[config.mk]
export PLATFORM = sky130hd
export DESIGN_NAME = mwa_ctrl
export DESIGN_NICKNAME = d
export VERILOG_FILES = /design/src/rtl/core/mwa_pkg.sv /design/src/rtl/core/mwa_ctrl.sv
export SDC_FILE = /design/constraint.sdc
export NUM_CORES = 1
export LEC_CHECK = 0
export ABC_AREA = 1
export BUFFER_PORTS_ARGS = -buffer_cell sky130_fd_sc_hd__buf_2
export CELL_PAD_IN_SITES_DETAIL_PLACEMENT = 1
export CELL_PAD_IN_SITES_GLOBAL_PLACEMENT = 1
export CORE_AREA = 2 2 39 41
export CTS_BUF_LIST = sky130_fd_sc_hd__clkbuf_8
export DETAILED_ROUTE_END_ITERATION = 16
export DIE_AREA = 0 0 41 43
export GPL_TIMING_DRIVEN = 1
export HOLD_SLACK_MARGIN = 0.08
export PLACE_DENSITY = 0.65
export SLEW_MARGIN = 25
export SYNTH_ARGS = -nofsm -noshare
export SYNTH_HDL_FRONTEND = slang
export SYNTH_SLANG_ARGS = --single-unit
[constraint.sdc]
create_clock -name clk -period 1.4 [get_ports clk]
set_clock_uncertainty 0.2 [all_clocks]
set_input_delay 0.14 -clock clk [delete_from_list [all_inputs] [get_ports clk]]
set_output_delay 0.14 -clock clk [all_outputs]
set_load 0.02 [all_outputs]
[src/rtl/core/mwa_pkg.sv]
// Shared types for the maximum-weight assignment subset DP block.
// Field widths and the controller/datapath command and status words.
// No dependencies.
package mwa_pkg;

  localparam int unsigned IDX_W  = 4;
  localparam int unsigned WGT_W  = 32;
  localparam int unsigned SIZE_W = 5;
  localparam int unsigned OUT_W  = 35;
  localparam int unsigned IN_TDATA_W  = 40;
  localparam int unsigned OUT_TDATA_W = 40;
  localparam logic [SIZE_W-1:0] SIZE_RESET = 5'd16;

  typedef struct packed {
    logic load;      // input word accepted
    logic start;     // begin subset walk
    logic issue;     // read one column's operands
    logic write;     // store best of current mask
    logic advance;   // step to next mask
    logic out_load;  // capture full-mask result
  } cmd_t;

  typedef struct packed {
    logic col_last;
    logic mask_last;
  } sts_t;

endpackage

[src/rtl/core/mwa_ctrl.sv]
// Sequencer for the subset DP: load, per-mask column scan, write-back, result.
// Depends on mwa_pkg.
module mwa_ctrl (
  input  logic          clk,
  input  logic          rst_n,
  input  logic          in_tvalid,
  input  logic          in_tlast,
  output logic          in_tready,
  output logic          out_tvalid,
  input  logic          out_tready,
  input  mwa_pkg::sts_t sts,
  output mwa_pkg::cmd_t cmd
);

  localparam logic [2:0] S_IDLE  = 3'd0;
  localparam logic [2:0] S_SCAN  = 3'd1;
  localparam logic [2:0] S_DRAIN = 3'd2;
  localparam logic [2:0] S_WRITE = 3'd3;
  localparam logic [2:0] S_OUT   = 3'd4;

  logic [2:0] state_r, state_nxt;
  logic       out_valid_r, out_valid_nxt;

  always_comb begin
    state_nxt = state_r;
    cmd       = '0;
    in_tready = 1'b0;
    unique case (state_r)
      S_IDLE: begin
        in_tready = 1'b1;
        cmd.load  = in_tvalid;
        if (in_tvalid && in_tlast) begin
          cmd.start = 1'b1;
          state_nxt = S_SCAN;
        end
      end
      S_SCAN: begin
        cmd.issue = 1'b1;
        if (sts.col_last) begin
          state_nxt = S_DRAIN;
        end
      end
      S_DRAIN: begin
        state_nxt = S_WRITE;
      end
      S_WRITE: begin
        cmd.write = 1'b1;
        if (sts.mask_last) begin
          state_nxt = S_OUT;
        end else begin
          cmd.advance = 1'b1;
          state_nxt   = S_SCAN;
        end
      end
      S_OUT: begin
        if (!out_valid_r || out_tready) begin
          cmd.out_load = 1'b1;
          state_nxt    = S_IDLE;
        end
      end
      default: begin
        state_nxt = S_IDLE;
      end
    endcase
  end

  always_comb begin
    out_valid_nxt = out_valid_r;
    if (cmd.out_load) begin
      out_valid_nxt = 1'b1;
    end else if (out_tready) begin
      out_valid_nxt = 1'b0;
    end
  end

  assign out_tvalid = out_valid_r;

  always_ff @(posedge clk) begin
    if (!rst_n) begin
      state_r     <= S_IDLE;
      out_valid_r <= 1'b0;
    end else begin
      state_r     <= state_nxt;
      out_valid_r <= out_valid_nxt;
    end
  end

endmodule

==> results by group, run 1 <==
GRT
  • Initial antenna violation count: 0
  • First-pass GRT wire length: 1207 um
  • Vias in the first global route: 312
  • Gr usage total: 0.1043
  • Total grt overflow: 0
  • Largest net degree at the start of global routing: 8

Finish
  • Post-layout util: 0.3228
  • # diodes: 0
  • Layout area overhead: 75.86%
  • Fillcell total: 182
  • Sequential cell area: 88.84 um2
  • Area of the multi-input gates: 151.4 um2
  • Share of cells above drive strength 1: 0.5082
  • Final net count: 70

Synth
  • Synth unique cells: 13
  • Most used DFF post-synth: dfxtp_1
  • Top cell type's share of synthesized area: 0.3153
  • Synth Register Bits: 4
  • Area of the mapped netlist: 254.0 um2
  • Sequential share of the synthesized area: 0.3153
  • Top post-synthesis cells by count: nor2_1, nand2_1, inv_1, nand3_1, dfxtp_1
  • Count leader, synth: nor2_1
  • Cell taking the most area after synthesis: dfxtp_1
  • Asr flop ratio synth: 0
  • Yosys warns: 0
  • Syn Inst Count: 42
  • Top post-synthesis cells by area: dfxtp_1, nor2_1, nand2_1, nand3_1, inv_1
  • Syn Nets: 49
  • Syn_area_per_cell: 6.047 um2
  • Post-synth EDFFs: 0

Critical path
  • FF-to-FF setup slack: 0.14 ns
  • CP Launch Type: flip-flop
  • WP depth: 4
  • RR Startpoint: state_r[0]
  • Crit-path slowest cell: dfxtp_4
  • Worst EP required: 1.06 ns
  • CP cell instances: nor2_4 -> nand2_2 -> nor2_2 -> buf_6
  • R2R Path End: state_r[0]
  • Buf+Inv Stages, Crit Path: 1
  • Max incr delay on CP: 0.35 ns
  • Worst-path maximum fanout: 5
  • R2R cell count: 6
  • CP Capture Type: primary output
  • Critical path type: reg -> out
  • Critical Path AT: 1.04 ns
  • CP top delay family: simple AND/OR/NAND/NOR gates

Power
  • Int Power: 0.3511 mW
  • Clock network fraction of total power: 0.494
  • Reg power frac: 0.274
  • Tot Pwr: 0.4702 mW
  • Comb power frac: 0.232
  • Switching power: 0.1191 mW
  • Pwr dens: 1053 nW/um2
  • Peak VDD IR: 579.6 uV
  • Sw frac: 0.2532
  • Leak: 0.2294 nW

STA
  • Maximum clock frequency: 724.5 MHz
  • Final Hold Vio Count: 0
  • Setup Total Neg Slack: 0 ns
  • Minimum clock period: 1.380 ns
  • Final Cycle Share: 0.9859
  • Worst-Margin Slew: 0.2086 ns
  • Normalized max-slew margin: 0.8604
  • Max-slew violations: 0
  • Worst hold slack: 0.08903 ns
  • RSZ-0062 raised after global routing: true
  • Final setup fails: 0
  • Worst setup margin: 0.01971 ns

Route
  • Drt first pass iters: 2
  • Vias per inst: 4.039
  • Residual DRC: 0
  • WL final: 695 um
  • ANT nets after route: 0
  • Drt wl/cell: 9.026 um
  • Via count: 311
  • DR iter-0 viols: 2

Placement
  • Place WS: 0.1368 ns
  • Hpwl dp: 572.7 um
  • RD Place Congestion: 0.8189
  • PortBufs: 14

Hold path
  • Hold depth: 4
  • Min-delay src: out_tready
  • Min-delay worst type: in -> reg
  • End of the worst hold path: out_tvalid

Floorplanning
  • Die area: 1763 um2
  • Initial Util: 0.1835
  • Die Height: 43 um
  • Rows: 14
  • Core Area: 1384 um2
  • I/O pin cnt: 15
  • Die W: 41 um

Clock network
  • Worst-Skew Late Latency: 0.21 ns
  • Clk slew on worst S/H paths: 0.03 ns
  • Clk root buf: clkbuf_8
  • Num CTS Buffers: 3
  • CTS Buffer Depth: 2
  • H-tree levels: 1
  • Sink Count: 4
  • CTS tree: yes

Run
  • Maxcap violations: 0

Status
  • Outcome: completed
==> cells in the final DEF (no fill, tap or decap) <==
cell type      count
a21oi_1            1
buf_2             10
buf_4              3
buf_6              2
clkbuf_8           3
dfxtp_1            1
dfxtp_2            1
dfxtp_4            2
dlygate4sd3_1      2
inv_1              6
inv_2              2
nand2_1            5
nand2_2            3
nand3_1            5
nor2_1             9
nor2_2             2
nor2_4             2
nor3_2             1
o21ai_0            1
==> worst reg2reg max path, stage by stage (launching register included) <==
cell and delay [ns]:
dfxtp_4 0.35, nor2_4 0.15, buf_4 0.13, nand3_1 0.08
nand3_1 0.13, nor2_1 0.06, nor2_1 0.09
==> stage by stage <==
| stage | cell area [um2] | std cells |
|---|---|---|
| after floorplan | 254.0 | 42 |
| after global placement | 336.6 | 71 |
| after detailed placement | 336.6 | 71 |
| after CTS | 416.7 | 76 |
| after global routing | 446.7 | 77 |
| final | 446.7 | 77 |
==> power groups by stage <==
stage               Combinational (mW)  Clock (mW)  Sequential [mW]
floorplan                       0.0576           0            0.127
global placement                0.0863           0            0.128
detailed placement              0.0868           0            0.128
CTS                             0.0932       0.238            0.129
global route                     0.120       0.252            0.130
finish                           0.109       0.232            0.129
==> logic make-up after synthesis <==
kind of cell | Yosys count | synth area share
buf+inv | 9 | 0.1478
compound gates | 2 | 0.03937
flops | 4 | 0.3153
simple gates | 27 | 0.4976
==> metal layers <==
| layer | vias up | global-route usage | share of wire |
|---|---|---|---|
| met5 | - | 0 | 0 |
| met4 | 0 | 0.1000 | 0.039 |
| met3 | 2 | 0.01571 | 0.027 |
| met2 | 7 | 0.1563 | 0.49 |
| met1 | 138 | 0.1154 | 0.44 |
| li1 | 164 | - | - |
==> sequential cells by signal, summed over array words and instances (netlist names) <==
register,flops
out_tvalid,1
state_r,3
==> worst max-delay path by stage <==
stage / from / end / slack [ns]
6_report: state_r[0] / cmd[5] / 0.02
5_1_grt: state_r[0] / cmd[0] / -0.05
4_1_cts: state_r[0] / cmd[1] / 0.0005
3_5_place_dp: state_r[2] / state_r[0] / 0.14
3_3_place_gp: state_r[1] / cmd[0] / 0.14
2_1_floorplan: state_r[1] / cmd[4] / 0.18
==> final cells by class <==
class / instances / share of cell area
Sequential cell: 4 / 0.1989
Timing Repair Buffer: 17 / 0.2577
Tap cell: 16 / 0.04482
Multi-Input combinational cell: 29 / 0.3389
Inverter: 8 / 0.06723
Clock buffer: 3 / 0.09244
==> what timing repair did <==
action,in CTS,in global routing
endpoints found under the setup margin,5,4
hold endpoints to repair,4,0
hold buffers,2,0
setup buffers,0,1
pin swaps,0,3
gates resized for setup,8,8
Note: power is estimated with default switching activity, not from simulation.
==> run 2, diff against run 1 <==
--- a/config.mk
+++ b/config.mk
@@ -15,7 +15,7 @@
 export DIE_AREA = 0 0 41 43
 export GPL_TIMING_DRIVEN = 1
 export HOLD_SLACK_MARGIN = 0.08
-export PLACE_DENSITY = 0.65
+export PLACE_DENSITY = 0.6
 export SLEW_MARGIN = 25
 export SYNTH_ARGS = -nofsm -noshare
 export SYNTH_HDL_FRONTEND = slang
==> run 2 against run 1 <==
Flip-flop and latch count unchanged. Sequential power is essentially flat. Total power is essentially flat. Via count down 1.3%. Wire length down 1.7%. Largest power group unchanged. Core utilization fell by 0.18 points. Sequential share of layout area up 0.11 points. Count of clock-buffer cells in the layout stayed put.
==> results by group, run 2 (synthesized netlist as in run 1, its figures left out) <==
Clock network
  • Clk root buf: clkbuf_8
  • CTS Buffer Depth: 2 (unchanged)
  • Worst-Skew Late Latency: 0.21 ns (about the same)
  • Setup Fix Bufs, Post-CTS: 0 (unchanged)
  • H-tree levels: 1 (unchanged)
  • Sink Count: 4 (unchanged)
  • CTS tree: yes
  • Clk slew on worst S/H paths: 0.03 ns (about the same)
  • Num CTS Buffers: 3 (unchanged)

STA
  • Minimum clock period: 1.392 ns (+0.01210 ns)
  • Final setup fails: 0 (unchanged)
  • Maximum clock frequency: 718.2 MHz (-0.87%)
  • Worst-Margin Slew: 0.1867 ns (-0.02187 ns)
  • Final Hold Vio Count: 0 (unchanged)
  • Final Cycle Share: 0.9946 (+0.008643)
  • RSZ-0062 raised after global routing: true
  • Normalized max-slew margin: 0.8742 (+0.01378)
  • Setup Total Neg Slack: 0 ns (unchanged)
  • Max-slew violations: 0 (unchanged)
  • Worst setup margin: 0.007609 ns (-0.01210 ns)

Placement
  • PortBufs: 14 (unchanged)
  • RD Place Congestion: 0.7889 (-3.7%)
  • Post-DP Area: 336.6 um2 (unchanged)
  • Place WS: 0.1501 ns (+0.01328 ns)
  • Hpwl dp: 553.1 um (-3.4%)

Power
  • Peak VDD IR: 320.9 uV (-45%)
  • Reg power frac: 0.274 (about the same)
  • Leak: 0.2265 nW (-1.3%)
  • Clock network fraction of total power: 0.496 (+0.002)
  • Int Power: 0.3511 mW (about the same)
  • Sw frac: 0.2537 (+0.0004186)
  • Comb power frac: 0.230 (-0.002)
  • Pwr dens: 1059 nW/um2 (+0.60%)
  • Switching power: 0.1193 mW (+0.20%)
  • Tot Pwr: 0.4704 mW (about the same)

Route
  • Drt wl/cell: 8.987 um (-0.43%)
  • DR iter-0 viols: 3 (+1)
  • Via count: 307 (-1.3%)
  • WL final: 683 um (-1.7%)
  • Residual DRC: 0 (unchanged)
  • ANT nets after route: 0 (unchanged)
  • Vias per inst: 4.039 (about the same)
  • Drt first pass iters: 4 (+2)

GRT
  • Total grt overflow: 0 (unchanged)
  • First-pass GRT wire length: 1097 um (-9.1%)
  • Largest net degree at the start of global routing: 8 (unchanged)
  • Gr usage total: 0.09519 (-0.009123)
  • Initial antenna violation count: 0 (unchanged)
  • Vias in the first global route: 286 (-8.3%)

Critical path
  • Worst-path maximum fanout: 5 (unchanged)
  • CP Capture Type: primary output
  • Worst EP required: 1.06 ns (about the same)
  • Critical Path AT: 1.05 ns (about the same)
  • CP Launch Type: flip-flop
  • Critical path type: reg -> out

Floorplanning
  • Initial Util: 0.1835 (unchanged)
  • Die W: 41 um (unchanged)
  • Die Height: 43 um (unchanged)
  • Rows: 14 (unchanged)
  • Core Area: 1384 um2 (unchanged)
  • I/O pin cnt: 15 (unchanged)
  • Die area: 1763 um2 (unchanged)

Finish
  • Fillcell total: 187 (+2.7%)
  • Max FFs per register: 3 (unchanged)
  • # diodes: 0 (unchanged)
  • Largest Register: state_r
  • Share of cells above drive strength 1: 0.5167 (+0.008470)
  • Commonest cells after routing, fill and taps aside: buf_2, nor2_1, inv_1
  • Layout area overhead: 74.88%
  • Commonest non-fill, non-tap cell in the layout: buf_2
  • Post-layout util: 0.3210 (-0.001809)
  • Final net count: 69 (-1.4%)
  • Final Cell Area: 444.2 um2 (-0.56%)

Hold path
  • Min-delay worst type: in -> reg

Status
  • Outcome: completed

Run
  • Maxcap violations: 0 (unchanged)
run 2: cell count changes in the layout (fill, tap and decap cells not counted), sizes merged:
cell / previous run / this run
buf: 15 / 14
run 2: stage by stage:
| step | hold WS (ns) | std cells |
|---|---|---|
| floorplan | 0.08698 | 42 |
| global placement | 0.2167 | 71 |
| detailed placement | 0.2127 | 71 |
| CTS | 0.05133 | 76 |
| global route | 0.08300 | 76 |
| finish | 0.04328 | 76 |
run 2: worst max-delay path: stages (launching register included):
cell,delay (ns)
dfxtp_4,0.35
nor2_4,0.15
nand2_2,0.09
nor2_1,0.10
buf_4,0.15
run 2: timing repair:
action	in CTS	in global routing
resized for setup	8	10
hold buffers	2	0
pin swaps	0	2
endpoints found under the hold margin	4	0
endpoints found under the setup margin	5	5
run 2: area by class of cell:
cell class              instances  area (um2)  area share
multi-input cells              29       153.9      0.3465
inverters                       8       30.03     0.06761
clock buffers                   3       41.29     0.09296
flip-flops and latches          4       88.84      0.2000
well taps                      16       20.02     0.04507
repair buffers                 16       110.1      0.2479
run 2: path summary, 6_finish.rpt:
path	from	endpoint	slack, ns	cells after the start
min	out_tready	out_tvalid	0.04	4
min reg2reg	out_tvalid	out_tvalid	0.38	4
max	state_r[0]	cmd[4]	0.008	4
max reg2reg	state_r[0]	state_r[0]	0.22	5
run 2: routing by layer:
metal  GRT usage  part of all wire  vias up
met5           0                 0        -
met4     0.04000                 0        0
met3     0.06283             0.063        0
met2      0.1406              0.52        7
met1      0.1022              0.41      136
li1            -                 -      164
run 2: power by group through the flow:
| stage | Sequential [mW] | Combinational [mW] | Clock (mW) |
|---|---|---|---|
| CTS | 0.130 | 0.0961 | 0.243 |
| floorplan | 0.127 | 0.0576 | 0 |
| finish | 0.129 | 0.108 | 0.233 |
| detailed placement | 0.128 | 0.0863 | 0 |
| global placement | 0.128 | 0.0860 | 0 |
| global route | 0.130 | 0.119 | 0.252 |
==> run 3, diff against run 2 <==
==> constraint.sdc (replaced) <==
create_clock -name clk -period 1.4 [get_ports clk]
set_clock_uncertainty 0.2 [all_clocks]
set_input_delay 0.35 -clock clk [delete_from_list [all_inputs] [get_ports clk]]
set_output_delay 0.35 -clock clk [all_outputs]
set_load 0.02 [all_outputs]
==> run 3 against run 2 <==
The flow now finishes with violations (negative setup slack). Clock power is 5% higher. Cell area grew 21%. Critical endpoint is now cmd[5]. Hold slack better by 0.15 ns. Non-clock buffer count grew 8. Highest routed layer is now met4. Critical path type unchanged.
==> results by group, run 3 (synthesized netlist as in run 1, its figures left out) <==
Status
  • Outcome: finished with violations
  • Failing checks: negative setup slack

Floorplanning
  • Die area: 1763 um2 (unchanged)
  • Core Area: 1384 um2 (unchanged)
  • Rows: 14 (unchanged)
  • I/O pin cnt: 15 (unchanged)
  • Initial Util: 0.1835 (unchanged)
  • Die W: 41 um (unchanged)
  • Die Height: 43 um (unchanged)

Route
  • Via count: 344 (+12%)
  • Residual DRC: 0 (unchanged)
  • Drt first pass iters: 1 (-3)
  • ANT nets after route: 0 (unchanged)
  • Drt wl/cell: 9.714 um (+8.1%)
  • WL final: 816 um (+19%)
  • Vias per inst: 4.095 (+1.4%)
  • DR iter-0 viols: 0 (-3)

Power
  • Peak VDD IR: 361.7 uV (+13%)
  • Pwr dens: 942.3 nW/um2 (-11%)
  • Clock network fraction of total power: 0.482 (-0.014)
  • Tot Pwr: 0.5058 mW (+7.5%)
  • Sw frac: 0.2726 (+0.01892)
  • Int Power: 0.3679 mW (+4.8%)
  • Leak: 0.2722 nW (+20%)
  • Comb power frac: 0.267 (+0.037)
  • Switching power: 0.1379 mW (+16%)
  • Reg power frac: 0.251 (-0.023)

Placement
  • Post-DP Area: 381.6 um2 (+13%)
  • RD Place Congestion: 0.7205 (-8.7%)
  • Hpwl dp: 599.6 um (+8.4%)
  • PortBufs: 14 (unchanged)

GRT
  • Initial antenna violation count: 0 (unchanged)
  • First-pass GRT wire length: 1311 um (+20%)
  • Gr usage total: 0.1225 (+0.02730)
  • Vias in the first global route: 323 (+13%)
  • Largest net degree at the start of global routing: 6 (-2)
  • Total grt overflow: 0 (unchanged)

Critical path
  • CP cell instances: nor2_4 -> nand2_2 -> nor2_2 -> buf_6
  • Critical path type: reg -> out
  • FF-to-FF setup slack: 0.11 ns (-0.11 ns)
  • Critical Path AT: 1.02 ns (-0.03 ns)
  • Max incr delay on CP: 0.33 ns (-0.02 ns)
  • R2R Path End: state_r[0]
  • CP Launch Point: state_r[1]
  • RR Startpoint: out_tvalid
  • Buf+Inv Stages, Crit Path: 1 (unchanged)
  • Crit-path slowest cell: dfxtp_2
  • Worst-path maximum fanout: 3 (-2)
  • CP Capture Type: primary output
  • CP top delay family: simple AND/OR/NAND/NOR gates
  • R2R cell count: 7 (+2)
  • CP Launch Type: flip-flop
  • Worst EP required: 0.85 ns (-0.21 ns)

STA
  • Maximum clock frequency: 634.9 MHz (-12%)
  • Max-slew violations: 0 (unchanged)
  • Final setup fails: 7 (+7)
  • Final Hold Vio Count: 0 (unchanged)
  • Worst-Margin Slew: 0.1814 ns (-0.005310 ns)
  • Minimum clock period: 1.575 ns (+0.1825 ns)
  • RSZ-0062 raised after global routing: true
  • Worst setup margin: -0.1749 ns (-0.1825 ns)
  • Normalized max-slew margin: 0.8787 (+0.004517)
  • Final Cycle Share: 1.125 (+0.1304)

Finish
  • Final Cell Area: 536.8 um2 (+21%)
  • Commonest cells after routing, fill and taps aside: buf_4, nor2_1, buf_2
  • Commonest non-fill, non-tap cell in the layout: buf_4
  • Share of cells above drive strength 1: 0.6765 (+0.1598)
  • Layout area overhead: 111.3%
  • Max FFs per register: 3 (unchanged)
  • # diodes: 0 (unchanged)
  • Largest Register: state_r
  • Final net count: 77 (+12%)

Hold path
  • End of the worst hold path: state_r[0]
  • Min-delay worst type: in -> reg
  • Hold depth: 3 (-1)
  • Min-delay src: rst_n

Clock network
  • Clk root buf: clkbuf_8
  • CTS tree: yes
  • CTS Buffer Depth: 2 (unchanged)
  • Worst-Skew Late Latency: 0.22 ns (about the same)
  • Sink Count: 4 (unchanged)
  • Cts hold-fix bufs: 0 (-2)
  • Clk slew on worst S/H paths: 0.03 ns (about the same)
  • H-tree levels: 1 (unchanged)
  • Num CTS Buffers: 3 (unchanged)

Run
  • Maxcap violations: 0 (unchanged)
==> run 3: cell count changes in the layout (fill, tap and decap cells not counted), sizes merged <==
cell / before / now
dlygate4sd3: 2 / 0
buf: 14 / 24
==> run 3: repair_timing <==
item	in CTS	in global routing
pin swaps	3	8
setup buffers	3	1
resized for setup	15	14
endpoints found under the setup margin	7	7
==> run 3: worst reg2reg max path, delay by kind of cell, from the launching register on <==
| kind | cells | cell delay, ns |
|---|---|---|
| AND/OR/NAND/NOR | 5 | 0.52 |
| buffers and inverters | 2 | 0.18 |
| flip-flops | 1 | 0.33 |
==> run 3: cell type report <==
type | instances | area, um2
fillers | 177 | 847.1
repair buffers | 24 | 185.2
multi-input cells | 29 | 171.4
flip-flops and latches | 4 | 88.84
clock buffers | 3 | 41.29
inverters | 8 | 30.03
well taps | 16 | 20.02
==> run 3: worst max path at each step <==
stage,endpoint,cells after the start,slack (ns)
3_3_place_gp,cmd[1],5,-0.01
2_1_floorplan,cmd[4],3,-0.03
4_1_cts,cmd[4],4,-0.19
5_1_grt,cmd[0],4,-0.24
6_report,cmd[5],4,-0.17
3_5_place_dp,cmd[1],5,-0.04
==> run 3: power groups by stage <==
stage / Combinational [mW] / Sequential (mW) / Clock, mW
floorplan: 0.0578 / 0.127 / 0
global placement: 0.0958 / 0.126 / 0
detailed placement: 0.0966 / 0.126 / 0
CTS: 0.114 / 0.126 / 0.252
global route: 0.146 / 0.128 / 0.264
finish: 0.135 / 0.127 / 0.244
==> run 3: per-layer routing <==
metal  track usage  wire, um  up-vias
li1              -         -      178
met1        0.1190       323      151
met2        0.1813       418       10
met3       0.07853        45        5
met4       0.08000        29        0
met5             0         0        -
==> run 3: through the flow <==
stage	hold WS (ns)	TNS (ns)	setup WS (ns)	util	cells
5_1_grt	0.1994	-1.367	-0.2362	0.3879	84
6_report	0.1908	-0.9913	-0.1749	0.3879	84
4_1_cts	0.1913	-1.133	-0.1878	0.3499	83
3_3_place_gp	0.4260	-0.01725	-0.01433	0.2758	77
2_1_floorplan	0.2970	-0.05615	-0.02542	-	42
3_5_place_dp	0.4293	-0.1311	-0.03981	0.2758	77
